`src/sv/b64d_pkg.sv`:
```
// ----------------------------------------------------------------------------
// b64d_pkg
// Shared types and constants for the base64 stream decoder.
// ----------------------------------------------------------------------------
package b64d_pkg;

    localparam int FIFO_DEPTH = 4;

    typedef enum logic [1:0] {
        ST_OK         = 2'd0,
        ST_NO_SYMBOLS = 2'd1,
        ST_BAD_COUNT  = 2'd2,
        ST_BAD_PAD    = 2'd3
    } t_status;

    // work for the back end: up to three bytes and an optional status item
    typedef struct packed {
        logic [23:0] word;
        logic [1:0]  nbytes;
        logic        has_status;
        t_status     code;
        logic [15:0] length;
    } t_job;

    typedef struct packed {
        logic full;
        logic empty;
    } t_fifo_stat;

endpackage

```
`src/sv/b64d_front.sv`:
```
// ----------------------------------------------------------------------------
// b64d_front
// Classifies each character, assembles sextet groups and builds back-end jobs.
// ----------------------------------------------------------------------------
module b64d_front
    import b64d_pkg::*;
(
    input  logic       i_clk,
    input  logic       i_rst_n,
    input  logic       i_accept,
    input  logic [7:0] i_in_char,
    input  logic       i_in_last,
    output logic       o_push,
    output t_job       o_job
);

    localparam logic [7:0] CH_UPPER_A = 8'h41;
    localparam logic [7:0] CH_UPPER_Z = 8'h5A;
    localparam logic [7:0] CH_LOWER_A = 8'h61;
    localparam logic [7:0] CH_LOWER_Z = 8'h7A;
    localparam logic [7:0] CH_DIGIT_0 = 8'h30;
    localparam logic [7:0] CH_DIGIT_9 = 8'h39;
    localparam logic [7:0] CH_PLUS    = 8'h2B;
    localparam logic [7:0] CH_SLASH   = 8'h2F;
    localparam logic [7:0] CH_PAD     = 8'h3D;

    logic [17:0] r_buf,  n_buf;
    logic [1:0]  r_slot, n_slot;
    logic [2:0]  r_pad,  n_pad;
    logic        r_done, n_done;
    logic        r_perr, n_perr;
    logic [1:0]  r_mod4, n_mod4;
    logic        r_any,  n_any;
    logic [15:0] r_cnt,  n_cnt;

    logic        is_sym;
    logic        is_pad;
    logic [5:0]  sextet;
    logic [2:0]  pad_next;
    logic [1:0]  nbytes;
    logic [16:0] cnt_sum;
    logic [15:0] cnt_sat;
    t_status     code;

    // character classification
    always_comb begin
        is_sym = 1'b1;
        is_pad = 1'b0;
        sextet = 6'd0;
        if (i_in_char >= CH_UPPER_A && i_in_char <= CH_UPPER_Z) begin
            sextet = 6'(i_in_char - CH_UPPER_A);
        end else if (i_in_char >= CH_LOWER_A && i_in_char <= CH_LOWER_Z) begin
            sextet = 6'(i_in_char - CH_LOWER_A + 8'd26);
        end else if (i_in_char >= CH_DIGIT_0 && i_in_char <= CH_DIGIT_9) begin
            sextet = 6'(i_in_char - CH_DIGIT_0 + 8'd52);
        end else if (i_in_char == CH_PLUS) begin
            sextet = 6'd62;
        end else if (i_in_char == CH_SLASH) begin
            sextet = 6'd63;
        end else if (i_in_char == CH_PAD) begin
            is_pad = 1'b1;
        end else begin
            is_sym = 1'b0;
        end
    end

    // group assembly and stream state
    always_comb begin
        n_buf    = r_buf;
        n_slot   = r_slot;
        n_pad    = r_pad;
        n_done   = r_done;
        n_perr   = r_perr;
        n_mod4   = r_mod4;
        n_any    = r_any;
        nbytes   = 2'd0;
        pad_next = r_pad + 3'((is_pad && r_pad != 3'd7) ? 1 : 0);

        if (is_sym) begin
            n_mod4 = r_mod4 + 2'd1;
            n_any  = 1'b1;
            if (!r_done) begin
                if (r_slot != 2'd3) begin
                    n_buf  = {r_buf[11:0], sextet};
                    n_slot = r_slot + 2'd1;
                    n_pad  = pad_next;
                end else begin
                    if (pad_next <= 3'd2) begin
                        nbytes = 2'(3'd3 - pad_next);
                    end else begin
                        n_perr = 1'b1;
                    end
                    if (pad_next != 3'd0) begin
                        n_done = 1'b1;
                    end
                    n_buf  = 18'd0;
                    n_slot = 2'd0;
                    n_pad  = 3'd0;
                end
            end
        end

        cnt_sum = {1'b0, r_cnt} + 17'(nbytes);
        cnt_sat = cnt_sum[16] ? 16'hFFFF : cnt_sum[15:0];
        n_cnt   = cnt_sat;

        if (!n_any) begin
            code = ST_NO_SYMBOLS;
        end else if (n_mod4 != 2'd0) begin
            code = ST_BAD_COUNT;
        end else if (n_perr) begin
            code = ST_BAD_PAD;
        end else begin
            code = ST_OK;
        end

        // stream closes: back to reset values
        if (i_in_last) begin
            n_buf  = 18'd0;
            n_slot = 2'd0;
            n_pad  = 3'd0;
            n_done = 1'b0;
            n_perr = 1'b0;
            n_mod4 = 2'd0;
            n_any  = 1'b0;
            n_cnt  = 16'd0;
        end
    end

    always_comb begin
        o_job.word       = {r_buf, sextet};
        o_job.nbytes     = nbytes;
        o_job.has_status = i_in_last;
        o_job.code       = code;
        o_job.length     = cnt_sat;
        o_push           = i_accept && (nbytes != 2'd0 || i_in_last);
    end

    always_ff @(posedge i_clk) begin
        if (!i_rst_n) begin
            r_buf  <= 18'd0;
            r_slot <= 2'd0;
            r_pad  <= 3'd0;
            r_done <= 1'b0;
            r_perr <= 1'b0;
            r_mod4 <= 2'd0;
            r_any  <= 1'b0;
            r_cnt  <= 16'd0;
        end else if (i_accept) begin
            r_buf  <= n_buf;
            r_slot <= n_slot;
            r_pad  <= n_pad;
            r_done <= n_done;
            r_perr <= n_perr;
            r_mod4 <= n_mod4;
            r_any  <= n_any;
            r_cnt  <= n_cnt;
        end
    end

    a_push_not_empty: assert property (@(posedge i_clk) disable iff (!i_rst_n)
        o_push |-> (o_job.nbytes != 2'd0 || o_job.has_status))
        else $error("empty job pushed");

    a_pad_group_ends: assert property (@(posedge i_clk) disable iff (!i_rst_n)
        (i_accept && !i_in_last && o_job.nbytes != 2'd0) |=> (r_slot == 2'd0 && r_pad == 3'd0))
        else $error("group not cleared after bytes");

    a_done_no_bytes: assert property (@(posedge i_clk) disable iff (!i_rst_n)
        r_done |-> (nbytes == 2'd0))
        else $error("bytes after decoding stopped");

endmodule

```
`src/sv/b64d_fifo.sv`:
```
// ----------------------------------------------------------------------------
// b64d_fifo
// Short job queue between the front end and the back end.
// ----------------------------------------------------------------------------
module b64d_fifo
    import b64d_pkg::*;
#(
    parameter int DEPTH = FIFO_DEPTH
)
(
    input  logic       i_clk,
    input  logic       i_rst_n,
    input  logic       i_push,
    input  t_job       i_job,
    input  logic       i_pop,
    output t_job       o_head,
    output t_fifo_stat o_stat
);

    localparam int PTR_W = (DEPTH > 1) ? $clog2(DEPTH) : 1;
    localparam int CNT_W = $clog2(DEPTH + 1);
    localparam logic [PTR_W-1:0] PTR_LAST = PTR_W'(DEPTH - 1);
    localparam logic [CNT_W-1:0] CNT_FULL = CNT_W'(DEPTH);

    t_job             r_mem [DEPTH];
    logic [PTR_W-1:0] r_wr_ptr, n_wr_ptr;
    logic [PTR_W-1:0] r_rd_ptr, n_rd_ptr;
    logic [CNT_W-1:0] r_count,  n_count;
    logic             do_push;
    logic             do_pop;

    assign o_stat.full  = (r_count == CNT_FULL);
    assign o_stat.empty = (r_count == '0);
    assign o_head       = r_mem[r_rd_ptr];

    assign do_push = i_push && !o_stat.full;
    assign do_pop  = i_pop && !o_stat.empty;

    always_comb begin
        n_wr_ptr = r_wr_ptr;
        n_rd_ptr = r_rd_ptr;
        n_count  = r_count;
        if (do_push) begin
            n_wr_ptr = (r_wr_ptr == PTR_LAST) ? '0 : r_wr_ptr + PTR_W'(1);
        end
        if (do_pop) begin
            n_rd_ptr = (r_rd_ptr == PTR_LAST) ? '0 : r_rd_ptr + PTR_W'(1);
        end
        if (do_push && !do_pop) begin
            n_count = r_count + CNT_W'(1);
        end else if (do_pop && !do_push) begin
            n_count = r_count - CNT_W'(1);
        end
    end

    always_ff @(posedge i_clk) begin
        if (do_push) begin
            r_mem[r_wr_ptr] <= i_job;
        end
    end

    always_ff @(posedge i_clk) begin
        if (!i_rst_n) begin
            r_wr_ptr <= '0;
            r_rd_ptr <= '0;
            r_count  <= '0;
        end else begin
            r_wr_ptr <= n_wr_ptr;
            r_rd_ptr <= n_rd_ptr;
            r_count  <= n_count;
        end
    end

    a_no_overflow: assert property (@(posedge i_clk) disable iff (!i_rst_n)
        i_push |-> !o_stat.full)
        else $error("push into full queue");

    a_no_underflow: assert property (@(posedge i_clk) disable iff (!i_rst_n)
        i_pop |-> !o_stat.empty)
        else $error("pop from empty queue");

    a_count_step: assert property (@(posedge i_clk) disable iff (!i_rst_n)
        (i_push && !i_pop) |=> (r_count == $past(r_count) + CNT_W'(1)))
        else $error("queue count out of step");

endmodule

```
`src/sv/b64d_back.sv`:
```
// ----------------------------------------------------------------------------
// b64d_back
// Unrolls queued jobs into result transactions through an output register.
// ----------------------------------------------------------------------------
module b64d_back
    import b64d_pkg::*;
(
    input  logic        i_clk,
    input  logic        i_rst_n,
    input  t_job        i_head,
    input  t_fifo_stat  i_stat,
    output logic        o_pop,
    output logic        o_valid,
    input  logic        i_stall,
    output logic [7:0]  o_out_byte,
    output logic        o_is_status,
    output logic [1:0]  o_status_code,
    output logic [15:0] o_decoded_length,
    output logic        o_out_last
);

    logic [1:0]  r_idx, n_idx;
    logic        r_valid;
    logic [2:0]  total;
    logic        final_res;
    logic        load;
    logic        sel_byte;
    logic [7:0]  byte_sel;

    assign total     = {1'b0, i_head.nbytes} + 3'(i_head.has_status);
    assign final_res = ({1'b0, r_idx} + 3'd1 == total);
    assign load      = !i_stat.empty && (!r_valid || !i_stall);
    assign sel_byte  = (r_idx < i_head.nbytes);
    assign o_pop     = load && final_res;
    assign o_valid   = r_valid;

    always_comb begin
        case (r_idx)
            2'd0:    byte_sel = i_head.word[23:16];
            2'd1:    byte_sel = i_head.word[15:8];
            2'd2:    byte_sel = i_head.word[7:0];
            default: byte_sel = 8'd0;
        endcase
    end

    always_comb begin
        n_idx = r_idx;
        if (load) begin
            n_idx = final_res ? 2'd0 : r_idx + 2'd1;
        end
    end

    always_ff @(posedge i_clk) begin
        if (!i_rst_n) begin
            r_idx   <= 2'd0;
            r_valid <= 1'b0;
        end else begin
            r_idx <= n_idx;
            if (load) begin
                r_valid <= 1'b1;
            end else if (!i_stall) begin
                r_valid <= 1'b0;
            end
        end
    end

    always_ff @(posedge i_clk) begin
        if (load) begin
            if (sel_byte) begin
                o_out_byte       <= byte_sel;
                o_is_status      <= 1'b0;
                o_status_code    <= ST_OK;
                o_decoded_length <= 16'd0;
                o_out_last       <= 1'b0;
            end else begin
                o_out_byte       <= 8'd0;
                o_is_status      <= 1'b1;
                o_status_code    <= i_head.code;
                o_decoded_length <= i_head.length;
                o_out_last       <= 1'b1;
            end
        end
    end

    a_idx_in_job: assert property (@(posedge i_clk) disable iff (!i_rst_n)
        !i_stat.empty |-> ({1'b0, r_idx} < total))
        else $error("result index beyond job");

    a_idx_zero_idle: assert property (@(posedge i_clk) disable iff (!i_rst_n)
        i_stat.empty |-> (r_idx == 2'd0))
        else $error("result index left over with empty queue");

    a_status_ends_job: assert property (@(posedge i_clk) disable iff (!i_rst_n)
        (load && !sel_byte) |-> o_pop)
        else $error("status not the last result of its job");

endmodule

```
`src/sv/base64_stream_decoder_core.sv`:
```
// ----------------------------------------------------------------------------
// base64_stream_decoder_core
// Lenient base64 decoder, one character per transaction, bytes and status out.
// ----------------------------------------------------------------------------
//  channel | valid   | stall   | payload
//  input   | i_valid | o_stall | i_in_char, i_in_last
//  output  | o_valid | i_stall | o_out_byte, o_is_status, o_status_code,
//          |         |         | o_decoded_length, o_out_last
//
//  one character accepted per cycle while the job queue has room
//  a job enters the queue in the cycle its last character is accepted; its
//  results pass through the queue and then the output register
//  the back end delivers one result per cycle while i_stall is low, so a full
//  group closing the stream yields four results; the output rate bounds throughput
//  synchronous active-low reset clears all stream state and the queue
//  output stall backs up into the queue, and o_stall rises when it is full
// ----------------------------------------------------------------------------
module base64_stream_decoder_core
    import b64d_pkg::*;
#(
    parameter int QUEUE_DEPTH = FIFO_DEPTH
)
(
    input  logic        i_clk,
    input  logic        i_rst_n,
    input  logic        i_valid,
    output logic        o_stall,
    input  logic [7:0]  i_in_char,
    input  logic        i_in_last,
    output logic        o_valid,
    input  logic        i_stall,
    output logic [7:0]  o_out_byte,
    output logic        o_is_status,
    output logic [1:0]  o_status_code,
    output logic [15:0] o_decoded_length,
    output logic        o_out_last
);

    t_fifo_stat fifo_stat;
    t_job       push_job;
    t_job       head_job;
    logic       push;
    logic       pop;
    logic       accept;

    assign o_stall = fifo_stat.full;
    assign accept  = i_valid && !fifo_stat.full;

    b64d_front u_front (
        .i_clk     (i_clk),
        .i_rst_n   (i_rst_n),
        .i_accept  (accept),
        .i_in_char (i_in_char),
        .i_in_last (i_in_last),
        .o_push    (push),
        .o_job     (push_job)
    );

    b64d_fifo #(
        .DEPTH (QUEUE_DEPTH)
    ) u_fifo (
        .i_clk   (i_clk),
        .i_rst_n (i_rst_n),
        .i_push  (push),
        .i_job   (push_job),
        .i_pop   (pop),
        .o_head  (head_job),
        .o_stat  (fifo_stat)
    );

    b64d_back u_back (
        .i_clk            (i_clk),
        .i_rst_n          (i_rst_n),
        .i_head           (head_job),
        .i_stat           (fifo_stat),
        .o_pop            (pop),
        .o_valid          (o_valid),
        .i_stall          (i_stall),
        .o_out_byte       (o_out_byte),
        .o_is_status      (o_is_status),
        .o_status_code    (o_status_code),
        .o_decoded_length (o_decoded_length),
        .o_out_last       (o_out_last)
    );

endmodule
```
`config.mk`:
```
export PLATFORM = sky130hd
export DESIGN_NAME = base64_stream_decoder_core
export DESIGN_NICKNAME = d
export VERILOG_FILES = /design/src/sv/b64d_pkg.sv /design/src/sv/b64d_front.sv /design/src/sv/b64d_fifo.sv /design/src/sv/b64d_back.sv /design/src/sv/base64_stream_decoder_core.sv
export SDC_FILE = /design/constraint.sdc
export NUM_CORES = 1
export LEC_CHECK = 0
export ABC_AREA = 1
export BUFFER_PORTS_ARGS = -buffer_cell sky130_fd_sc_hd__buf_2
export CAP_MARGIN = 0
export CORE_MARGIN = 1
export CORE_UTILIZATION = 40
export DETAILED_ROUTE_END_ITERATION = 12
export HOLD_SLACK_MARGIN = 0.15
export MAX_ROUTING_LAYER = met4
export PLACE_DENSITY_LB_ADDON = 0.05
export SYNTH_ARGS = -nofsm -noshare
export SYNTH_HDL_FRONTEND = slang
export SYNTH_SLANG_ARGS = --single-unit
```
`constraint.sdc`:
```
create_clock -name i_clk -period 14.4 [get_ports i_clk]
set_clock_uncertainty 0.2 [all_clocks]
set_input_delay 1.44 -clock i_clk [delete_from_list [all_inputs] [get_ports i_clk]]
set_output_delay 1.44 -clock i_clk [all_outputs]
set_load 0.03 [all_outputs]
```
==> results of run 1 <==
## synthesized netlist by cell type (15+ instances only)
cell / number
nor2_1: 210
clkbuf_1: 31
a21oi_1: 70
nand3_1: 42
ha_1: 27
o21ai_0: 101
dfxtp_1: 56
nand4_1: 15
edfxtp_1: 207
nand2_1: 172
o22ai_1: 17
inv_1: 84
## where the power goes
part	switching, mW	leakage, nW	internal (mW)
Sequential	0.0301	2.42	0.927
Clock	0.296	0.484	0.443
Combinational	0.349	2.16	0.126
Total	0.675	5.06	1.50
## worst min-delay path by stage
| stage | start | end | slack (ps) | cells after the start |
|---|---|---|---|---|
| finish | u_front.r_slot[1]$_SDFFE_PN0P_ | u_front.r_slot[1]$_SDFFE_PN0P_ | 270 | 2 |
| global placement | u_front.r_slot[1]$_SDFFE_PN0P_ | u_front.r_slot[1]$_SDFFE_PN0P_ | 260 | 2 |
| detailed placement | u_front.r_any$_SDFFE_PN0P_ | u_front.r_any$_SDFFE_PN0P_ | 260 | 2 |
| global route | u_front.r_any$_SDFFE_PN0P_ | u_front.r_any$_SDFFE_PN0P_ | 280 | 2 |
| floorplan | u_front.r_any$_SDFFE_PN0P_ | u_front.r_any$_SDFFE_PN0P_ | 240 | 2 |
| CTS | u_front.r_any$_SDFFE_PN0P_ | u_front.r_any$_SDFFE_PN0P_ | 270 | 2 |
## state kept, by name, indices dropped and copies added, names as in the netlist, 2 cells and up, named ones only
register / count
u_fifo.r_count: 3
u_front.r_pad: 3
u_back.r_idx: 2
u_back.o_decoded_length: 16
u_front.r_cnt: 16
u_front.r_buf: 18
u_front.r_slot: 2
u_back.o_out_byte: 8
u_front.r_mod4: 2
u_fifo.r_mem: 180
u_back.o_status_code: 2
u_fifo.r_rd_ptr: 2
u_fifo.r_wr_ptr: 2
## cell families (layout without fill, tap and decap cells)
family	after synthesis	count (layout)
AOI/OAI and AO/OA	214	214
and+or+nand+nor	468	468
adders and majority gates	29	29
xor gates and xnor gates	20	20
DFF	263	263
buffers and inverters	140	200
## area by class of cell
type / count / area, um^2 / area share, %
timing repair buffer: 56 / 315 / 2.40
tap: 378 / 473 / 3.60
inverter: 90 / 339 / 2.58
sequential: 263 / 7340 / 55.9
multi-input combinational: 731 / 3710 / 28.3
clock buffer: 37 / 796 / 6.06
clock inverter: 17 / 165 / 1.26
## per-stage QoR
stage	util [%]	instances	hold WS, ps
floorplan	-	1134	236
global placement	43.2	1518	258
detailed placement	43.2	1518	260
CTS	46.7	1572	268
global route	46.7	1572	281
finish	46.7	1572	269
## critical path, cell delays in order
cell and delay [ps]:
buf_2 140, inv_1 120, ha_1 230, inv_1 90
nand2_1 60, nand2_1 80, a21oi_2 90, a311oi_1 250
ha_1 200, ha_1 150, or2_2 100, nand2_1 90
nor3_1 210, nand2_1 90, inv_1 160, ha_1 190
inv_1 60, fa_1 440, inv_1 90, nand3_1 130
nor2_1 310, nand3_1 580, nand3_1 410, nand2_1 80
a21oi_1 160
## per-layer routing
layer	routed length, um	part of all wire [%]
met1	14000	50
met5	0	0
met4	442	1.6
met2	12600	45
met3	1000	3.6
==> results.py, run 1 <==
metrics = {
    "run_status": {
        "outcome": "finished clean",
    },
    "die": {
        "ioPinCount": 43,
        "die_w_um": 172,
        "placementRows": 61,
        "start_util_pct": 41.1,
        "floorplan.die_area_um2": 29700,
        "die_h_um": 172,
        "core_um2": 28200,
    },
    "drt": {
        "post_drt_wl_per_cell_um": 17.8,
        "drtIter0Drc": 546,
        "avg_vias_per_cell": 5.08,
        "drt_first_pass_iters": 4,
        "drc": 0,
        "wl_mm": 28.0,
        "num_vias": 7988,
        "ant_nets": 0,
    },
    "critical_path": {
        "crit_path_start": "i_in_char[0]",
        "worstPathArrival_ps": 5950,
        "reg2reg_depth": 15,
        "setup.reg_to_reg.worst_slack_ps": 9910,
        "highest_fanout_seen_on_the_critical_path": 14,
        "reg2reg_to": "u_fifo.r_count[1]$_SDFFE_PN0P_",
        "critical_path.endpoint": "u_front.r_cnt[5]$_SDFFE_PN0P_",
        "worstPathRequired_ps": 14680,
        "critical_path_class": "in2reg",
        "worstSetupEndpointType": "register",
        "crit_path_start_kind": "input pin",
    },
    "layout": {
        "layout.cells.most_common": "edfxtp_1",
        "area_delta_synth_final_pct": 13.4,
        "layout.cells.most_common_list": "207 x edfxtp_1, 206 x nor2_1, 172 x nand2_1",
        "layout.nets": 1213,
        "drive_gt1_share_pct": 11.7,
        "post-route-cell-area_um2": 13100,
        "final.fill_count": 2653,
        "n_antenna_cell": 0,
    },
    "hold_path": {
        "worstHoldPathType": "reg2reg",
    },
    "clocking": {
        "post_cts_resized": 0,
        "clk_root_buffer_cell": "clkbuf_16",
        "cts-htree-levels": 1,
        "number_of_buffers_inserted_during_clock_tree_synthesis": 29,
        "cts_hold_buffers": 0,
        "cts_tree": "yes",
        "tritoncts_num_sinks": 263,
        "cts.clk_slew.worst_paths_ps": 60,
        "cts.path.max_buffers": 3,
        "clock_latency_on_the_worst_skew_pair_ps": 550,
        "post_cts.repair.setup_buffers": 0,
    },
    "timing": {
        "max_freq_ghz": 0.176,
        "drv_slew": 0,
        "grt_setup_unrepaired": "no",
        "final.period_utilization_pct": 39.4,
        "min_period_ps": 5670,
        "setup_slack_ps": 8730,
        "tns_ps": 0,
        "final_hold_viol_count": 0,
        "slew_headroom_pct": 34.7,
        "setup_viol_count_final": 0,
        "worst_slew_pin_slew_ps": 979,
    },
    "synth": {
        "post_synth_xor_area_fraction_pct": 1.51,
        "synth_largest_area_cell": "edfxtp_1",
        "synth_edf_count": 207,
        "synth_simple_gate_area_share_pct": 16.8,
        "synthesis.area_per_instance_um2": 10.2,
        "flip_flop_cell_with_the_highest_count_after_synthesis": "edfxtp_1",
        "synth.area.top_cells": "edfxtp_1 54%, dfxtp_1 9.7%, nor2_1 6.8%, nand2_1 5.6%, o21ai_0 4.4%",
        "yosys_register_bits": 263,
        "async_flop_share_pct": 0,
        "syn-cell-area_um2": 11600,
        "synth_warnings": 0,
        "synthCells": 1134,
        "yosys-mux-area-fraction_pct": 0,
        "postSynthNetCount": 1176,
        "synth_sequential_area_ratio_pct": 63.3,
        "dominant_combinational_cell_family_by_area_after_synthesis": "simple AND/OR/NAND/NOR gates",
        "synth-adder-area-share_pct": 3.26,
        "ys_types": 42,
        "synth_compound_area_share_pct": 10.2,
        "synth_largest_type_area_fraction_pct": 53.6,
    },
    "run": {
        "drv.max_cap_violation_count": 0,
    },
    "placed_design": {
        "port_buffers": 42,
        "preCtsSetupSlack_ps": 8110,
        "gpl.final_weighted_congestion": 0.893,
        "dpl-instance-area_um2": 12200,
        "dp_hpwl_mm": 16.1,
    },
    "pwr": {
        "report.power.total_mw": 2.17,
        "ir_worst_vdd_mv": 0.0872,
        "power_density_nw_per_um2": 165,
        "static-leakage-power_nw": 5.06,
    },
    "global_route": {
        "grt_util_met1_pct": 28.3,
        "grt_antenna_before_repair": 0,
        "global_route.usage.met2_pct": 31.4,
        "grt_start_max_net_pins": 91,
        "grt.total_usage_pct": 20.3,
        "first_global_vias": 7683,
        "grt_busiest_layer": "met2",
        "first_pass_grt_wire_length_mm": 43.9,
        "grt_overflow": 0,
        "groute.layer.met3.usage_pct": 2.84,
    },
}
(Power assumes the default switching activity.)
==> run 2, diff against run 1 <==
--- a/config.mk
+++ b/config.mk
@@ -5,7 +5,7 @@
 export SDC_FILE = /design/constraint.sdc
 export NUM_CORES = 1
 export LEC_CHECK = 0
-export ABC_AREA = 1
+export ABC_AREA = 0
 export BUFFER_PORTS_ARGS = -buffer_cell sky130_fd_sc_hd__buf_2
 export CAP_MARGIN = 0
 export CORE_MARGIN = 1
==> constraint.sdc (replaced) <==
create_clock -name i_clk -period 5.55 [get_ports i_clk]
set_clock_uncertainty 0.2 [all_clocks]
set_input_delay 0.555 -clock i_clk [delete_from_list [all_inputs] [get_ports i_clk]]
set_output_delay 0.555 -clock i_clk [all_outputs]
set_load 0.03 [all_outputs]
==> run 2 against run 1 <==
Against the previous run: wire length fell by 13%; combinational power rose to 2.8 times the previous value; clock power rose to 2.5 times the previous value; hold slack improved by 10 ps; worst setup slack got worse by 8000 ps; final area fell by 3.0%; utilization rose by 0.22 points; register-to-register slack got worse by 9000 ps; sequential power rose to 2.6 times the previous value; critical path depth fell by 10; cell count fell by 25%; sequential share of layout area rose by 1.8 points; critical path type unchanged; critical endpoint is now u_front.r_cnt[4]$_SDFFE_PN0P_; highest routed layer unchanged.
==> results.py, run 2 <==
metrics = {
    "run_status": {
        "outcome": "finished clean",
    },
    "synth": {
        "syn-cell-area_um2": 11200,
        "synth_sequential_area_ratio_pct": 65.8,
        "post_synth_xor_area_fraction_pct": 1.49,
        "synthCells": 738,
        "async_flop_share_pct": 0,
        "flip_flop_cell_with_the_highest_count_after_synthesis": "edfxtp_1",
        "ys_types": 67,
        "synthTopCellsByCount": "207 x edfxtp_1, 63 x nand2_1, 56 x dfxtp_1, 45 x mux4_2, 35 x nor2b_1",
        "synth_warnings": 0,
        "synth_compound_area_share_pct": 6.30,
        "synth_edf_count": 207,
        "synth_simple_gate_area_share_pct": 9.29,
        "synth.area.top_cells": "edfxtp_1 56%, dfxtp_1 10%, mux4_2 9.1%, ha_1 3.0%, nand2_1 2.1%",
        "post-synth-top-count-cell": "edfxtp_1",
        "synthesis.area_per_instance_um2": 15.1,
        "yosys_register_bits": 263,
        "synth_largest_type_area_fraction_pct": 55.7,
        "dominant_combinational_cell_family_by_area_after_synthesis": "multiplexers",
        "synth_largest_area_cell": "edfxtp_1",
        "synth-adder-area-share_pct": 3.39,
        "yosys-mux-area-fraction_pct": 11.5,
        "postSynthNetCount": 780,
    },
    "placed_design": {
        "dp_hpwl_mm": 15.0,
        "dp.cells": 1130,
        "dpl-instance-area_um2": 11800,
        "gpl.final_weighted_congestion": 0.849,
        "port_buffers": 42,
        "preCtsSetupSlack_ps": 181,
    },
    "die": {
        "placementRows": 60,
        "die_h_um": 169,
        "die_w_um": 169,
        "ioPinCount": 43,
        "core_um2": 27200,
        "start_util_pct": 41.0,
        "floorplan.die_area_um2": 28600,
    },
    "timing": {
        "drv_slew": 0,
        "final_hold_viol_count": 0,
        "grt_setup_unrepaired": "no",
        "max_freq_ghz": 0.206,
        "setup_viol_count_final": 0,
        "tns_ps": 0,
        "worst_slew_pin_slew_ps": 1010,
        "min_period_ps": 4860,
        "setup_slack_ps": 691,
        "slew_headroom_pct": 32.5,
        "final.period_utilization_pct": 87.6,
    },
    "critical_path": {
        "critical-path-top-cell-by-count": "or3_1",
        "reg2reg_to": "u_front.r_cnt[4]$_SDFFE_PN0P_",
        "cpMaxStageDelayCell": "or3_1",
        "cp_top_family": "simple AND/OR/NAND/NOR gates",
        "worst-path-buf-inv": 2,
        "critical_path.cell_chain": "buf_2 > or3b_1 > or3_1 > a21boi_4 > and2_4 > or3_4 > nor2_1 > ha_1 > inv_1 > fa_1 > or3_1 > or3_1 > o21ai_0 > a22oi_1 > nor2b_1",
        "worstPathRequired_ps": 5820,
        "crit_path_start_kind": "input pin",
        "reg2reg_depth": 15,
        "critical_path_class": "in2reg",
        "crit-reg2reg-launch": "u_front.r_pad[2]$_SDFFE_PN0P_",
        "highest_fanout_seen_on_the_critical_path": 17,
        "setup.reg_to_reg.worst_slack_ps": 940,
        "worstSetupEndpointType": "register",
        "cp_slowest_stage_delay_ps": 650,
        "worstPathArrival_ps": 5130,
    },
    "drt": {
        "drc": 0,
        "ant_nets": 0,
        "drtIter0Drc": 411,
        "avg_vias_per_cell": 5.31,
        "drt_first_pass_iters": 5,
        "num_vias": 6287,
        "post_drt_wl_per_cell_um": 20.6,
        "wl_mm": 24.3,
    },
    "hold_path": {
        "hold_start": "u_front.r_slot[0]$_SDFFE_PN0P_",
        "hold_critical_path_endpoint": "u_front.r_slot[0]$_SDFFE_PN0P_",
        "worstHoldPathType": "reg2reg",
        "hold-path-cell-count": 1,
    },
    "global_route": {
        "grt_overflow": 0,
        "first_pass_grt_wire_length_mm": 37.7,
        "grt_start_max_net_pins": 46,
        "first_global_vias": 6395,
        "grt.total_usage_pct": 18.0,
        "grt_antenna_before_repair": 0,
    },
    "clocking": {
        "post_cts_resized": 0,
        "post_cts.repair.setup_buffers": 0,
        "clk_root_buffer_cell": "clkbuf_16",
        "cts_tree": "yes",
        "number_of_buffers_inserted_during_clock_tree_synthesis": 28,
        "cts-htree-levels": 1,
        "tritoncts_num_sinks": 263,
        "clock_latency_on_the_worst_skew_pair_ps": 530,
        "cts.clk_slew.worst_paths_ps": 60,
        "cts.path.max_buffers": 3,
    },
    "run": {
        "drv.max_cap_violation_count": 0,
    },
    "layout": {
        "post-route-cell-area_um2": 12700,
        "n_antenna_cell": 0,
        "largest-register": "u_fifo.r_mem",
        "finalNonFillerCells": 1183,
        "reg.largest.list": "u_fifo.r_mem x180, u_front.r_buf x18",
        "area_delta_synth_final_pct": 14.2,
        "layout.nets": 831,
        "layout.cells.most_common": "edfxtp_1",
        "largest_register_ffs": 180,
        "layout.cells.most_common_list": "207 x edfxtp_1, 63 x nand2_1, 54 x dfxtp_1",
        "drive_gt1_share_pct": 20.2,
        "final.fill_count": 2432,
    },
    "pwr": {
        "ir_worst_vdd_mv": 0.262,
        "report.power.total_mw": 5.67,
        "static-leakage-power_nw": 4.47,
        "power_density_nw_per_um2": 445,
    },
}
## run 2: changes by cell type after synthesis, moves of 9 or more
cell and delta:
nor2_1 -183, nand2_1 -109, o21ai_0 -94, inv_1 -62
a21oi_1 -50, mux4_2 +45, nor2b_1 +35, mux2i_1 +23
a22oi_1 +16, o22ai_1 -16, nand3_1 -14, nand4_1 -13
and2_1 +9, buf_2 -9
## run 2: logic make-up (layout without fill, tap and decap cells)
logic type | Yosys count | in the layout
buffers and inverters | 61 | 134
xor gates and xnor gates | 19 | 19
adders and majority gates | 29 | 29
DFF | 263 | 263
AOI/OAI and AO/OA | 91 | 91
muxes | 71 | 71
and+or+nand+nor | 204 | 204
## run 2: worst register-to-register path, stage by stage, from the launching register on
cell and delay, ps:
dfxtp_1 400, nand3_1 100, and4_1 210, ha_1 180, ha_1 210, xor2_1 180
or3_4 390, nor2_1 280, ha_1 230, inv_1 60, fa_1 410, or3_1 440
or3_1 650, o21ai_0 320, a22oi_1 130, nor2b_1 150
## run 2: area by class of cell
| cell class | instances | area (um^2) | area share [%] |
|---|---|---|---|
| inverters | 22 | 82.6 | 0.648 |
| clock buffers | 41 | 791 | 6.21 |
| multi-input cells | 414 | 3580 | 28.1 |
| repair buffers | 60 | 348 | 2.73 |
| well taps | 372 | 465 | 3.65 |
| clock inverters | 11 | 130 | 1.02 |
| flip-flops and latches | 263 | 7340 | 57.6 |
## run 2: repair_timing
action / 4_1_cts / 5_1_grt
setup endpoints to repair: 0 / 0
hold buffers: 1 / 0
endpoints found under the hold margin: 1 / 0
## run 2: report_power, final
group | switching [mW] | internal, mW
registers | 0.104 | 2.37
logic | 0.851 | 0.484
clock network | 0.739 | 1.12
total | 1.69 | 3.97
## run 2: worst max-delay path by stage
stage                                     to          from  cells past startpoint
6_report       u_front.r_cnt[4]$_SDFFE_PN0P_  i_in_char[5]                     15
4_1_cts        u_front.r_cnt[4]$_SDFFE_PN0P_  i_in_char[5]                     15
3_3_place_gp   u_front.r_cnt[8]$_SDFFE_PN0P_  i_in_char[5]                     15
3_5_place_dp   u_front.r_cnt[8]$_SDFFE_PN0P_  i_in_char[5]                     15
5_1_grt        u_front.r_cnt[8]$_SDFFE_PN0P_  i_in_char[5]                     15
2_1_floorplan  u_front.r_cnt[9]$_SDFFE_PN0P_  i_in_char[5]                     19
## run 2: per-layer routing
layer / track usage (%) / routed length, um
met1: 25.2 / 11700
met2: 28.2 / 11300
met3: 2.50 / 1000
met4: 3.68 / 303
met5: - / 0
## run 2: per-stage QoR
stage                     hold WS [ps]  utilization [%]
after global routing               266             46.9
after CTS                          251             46.9
after global placement             238             43.5
after floorplan                    228                -
final                              279             46.9
after detailed placement           260             43.5
==> run 3, diff against run 2 <==
--- a/config.mk
+++ b/config.mk
@@ -5,7 +5,7 @@
 export SDC_FILE = /design/constraint.sdc
 export NUM_CORES = 1
 export LEC_CHECK = 0
-export ABC_AREA = 0
+export ABC_AREA = 1
 export BUFFER_PORTS_ARGS = -buffer_cell sky130_fd_sc_hd__buf_2
 export CAP_MARGIN = 0
 export CORE_MARGIN = 1
==> run 3 against run 2 <==
Against the previous run: largest cell class unchanged; critical path type unchanged; final area increased by 3.1%; wire length increased by 13%; highest routed layer unchanged; first-iteration DRC count increased by 36%; critical path depth increased by 11; power decreased by 2.8%; non-clock buffer count unchanged; combinational power decreased by 8%.
==> results.py, run 3 (synthesis results as in run 1) <==
metrics = {
    "die": {
        "core_um2": 28200,
        "die_w_um": 172,
        "start_util_pct": 41.1,
        "placementRows": 61,
        "floorplan.die_area_um2": 29700,
        "ioPinCount": 43,
        "die_h_um": 172,
    },
    "placed_design": {
        "dp.cells": 1520,
        "dp_hpwl_mm": 16.1,
        "port_buffers": 42,
        "dpl-instance-area_um2": 12200,
        "gpl.final_weighted_congestion": 0.849,
    },
    "run_status": {
        "outcome": "finished clean",
    },
    "pwr": {
        "pwr-share-clk_pct": 32.6,
        "ir_worst_vdd_mv": 0.248,
        "power_density_nw_per_um2": 419,
        "power.sequential.fraction_pct": 45.1,
        "report.power.total_mw": 5.51,
        "intPower_mw": 3.80,
        "static-leakage-power_nw": 5.03,
        "power.switching_mw": 1.71,
        "sw_frac_of_total_pct": 31.1,
        "share_comb_of_total_power_pct": 22.3,
    },
    "timing": {
        "final_hold_viol_count": 0,
        "max_freq_ghz": 0.229,
        "drv_slew": 0,
        "grt_setup_unrepaired": "no",
        "tns_ps": 0,
        "holdWs_ps": 270,
        "min_period_ps": 4360,
        "slew_headroom_pct": 35.0,
        "worst_slew_pin_slew_ps": 974,
        "setup_viol_count_final": 0,
        "final.period_utilization_pct": 78.6,
    },
    "hold_path": {
        "hold-path-cell-count": 2,
        "worstHoldPathType": "reg2reg",
        "hold_critical_path_endpoint": "u_front.r_any$_SDFFE_PN0P_",
        "hold_start": "u_front.r_any$_SDFFE_PN0P_",
    },
    "critical_path": {
        "reg2reg_depth": 15,
        "worstSetupEndpointType": "register",
        "reg2reg_to": "u_fifo.r_count[1]$_SDFFE_PN0P_",
        "worstPathArrival_ps": 4620,
        "crit_path_start_kind": "input pin",
        "setup.reg_to_reg.worst_slack_ps": 1190,
        "critical_path_class": "in2reg",
        "highest_fanout_seen_on_the_critical_path": 9,
        "worstPathRequired_ps": 5800,
    },
    "layout": {
        "reg.largest.list": "u_fifo.r_mem x180, u_front.r_buf x18",
        "n_antenna_cell": 0,
        "layout.cells.most_common": "edfxtp_1",
        "drive_gt1_share_pct": 10.9,
        "finalNonFillerCells": 1573,
        "largest_register_ffs": 180,
        "layout.cells.most_common_list": "207 x edfxtp_1, 206 x nor2_1, 172 x nand2_1",
        "post-route-cell-area_um2": 13100,
        "layout.nets": 1217,
        "area_delta_synth_final_pct": 13.4,
        "largest-register": "u_fifo.r_mem",
    },
    "clocking": {
        "number_of_buffers_inserted_during_clock_tree_synthesis": 29,
        "clk_root_buffer_cell": "clkbuf_16",
        "tritoncts_num_sinks": 263,
        "post_cts.repair.setup_buffers": 0,
        "cts_tree": "yes",
        "cts.clk_slew.worst_paths_ps": 60,
        "cts-htree-levels": 1,
        "clock_latency_on_the_worst_skew_pair_ps": 530,
        "cts.path.max_buffers": 3,
    },
    "drt": {
        "wl_mm": 27.6,
        "ant_nets": 0,
        "drt_first_pass_iters": 6,
        "avg_vias_per_cell": 5.05,
        "post_drt_wl_per_cell_um": 17.5,
        "drtIter0Drc": 557,
        "num_vias": 7938,
        "drc": 0,
    },
    "global_route": {
        "grt_overflow": 0,
        "first_global_vias": 7690,
        "first_pass_grt_wire_length_mm": 43.7,
        "grt_start_max_net_pins": 71,
        "grt_antenna_before_repair": 0,
        "grt.total_usage_pct": 20.0,
    },
    "run": {
        "drv.max_cap_violation_count": 0,
    },
}
-- run 3: cell count changes in the layout (fill, tap and decap cells not counted), sizes merged, moves of 10 or more --
cell / delta
nand3: +15
a21oi: +56
nand2: +112
nor2b: -35
mux4: -45
inv: +66
o21ai: +97
nor2: +188
mux2i: -23
o22ai: +17
nand4: +14
a22oi: -16
and2: -10
-- run 3: repair_timing --
| item | 4_1_cts | 5_1_grt |
|---|---|---|
| hold buffers | 2 | 0 |
| resized for setup | 0 | 0 |
| hold endpoints to repair | 5 | 0 |
-- run 3: area by class of cell --
type	instances	area, um^2
clock buffer	42	785
inverter	90	339
sequential	263	7340
timing repair buffer	60	400
multi-input combinational	731	3710
fill	2638	15000
clock inverter	9	91.3
tap	378	473
-- run 3: how the worst max path moves through the flow --
stage,from,to,cells past startpoint
floorplan,i_in_char[0],u_fifo.r_mem[0][0]$_DFFE_PP_,18
global placement,i_in_char[2],u_front.r_cnt[3]$_SDFFE_PN0P_,26
detailed placement,i_in_char[2],u_front.r_cnt[3]$_SDFFE_PN0P_,26
CTS,register,u_fifo.r_count[1]$_SDFFE_PN0P_,15
global route,i_in_char[2],u_front.r_cnt[5]$_SDFFE_PN0P_,25
finish,i_in_char[2],u_front.r_cnt[0]$_SDFFE_PN0P_,26
-- run 3: stage by stage --
| stage | utilization [%] | worst slack [ps] |
|---|---|---|
| floorplan | - | 682 |
| global placement | 43.5 | 814 |
| detailed placement | 43.5 | 658 |
| CTS | 46.7 | 1100 |
| global route | 46.7 | 651 |
| finish | 46.7 | 1190 |
-- run 3: power by group through the flow --
stage	Combinational, mW	Sequential (mW)	Clock [mW]
4_1_cts	1.26	2.49	1.84
3_3_place_gp	1.25	2.53	0
6_report	1.23	2.49	1.80
2_1_floorplan	0.635	2.74	0
5_1_grt	1.37	2.52	1.92
3_5_place_dp	1.25	2.53	0
-- run 3: layer usage --
metal,up-vias,share of wire (%),track usage (%)
met5,-,0,-
met1,3769,50,28.9
met2,166,44,30.7
li1,3967,-,-
met3,36,4.1,2.11
met4,0,1.6,4.00
-- run 3: critical path: stages --
cell	delay [ps]
buf_2	170
inv_1	130
ha_1	260
nand2_1	90
nand2_1	70
a21oi_2	240
a311oi_1	80
ha_1	190
ha_1	180
nand2_1	70
nand2_1	100
nor3_1	200
nand2_1	80
inv_1	170
ha_1	200
inv_1	60
fa_1	430
inv_1	90
nand3_1	140
nor2_1	320
nand3_1	150
buf_4	210
inv_1	70
or2_2	140
nand2_1	60
a21oi_1	160
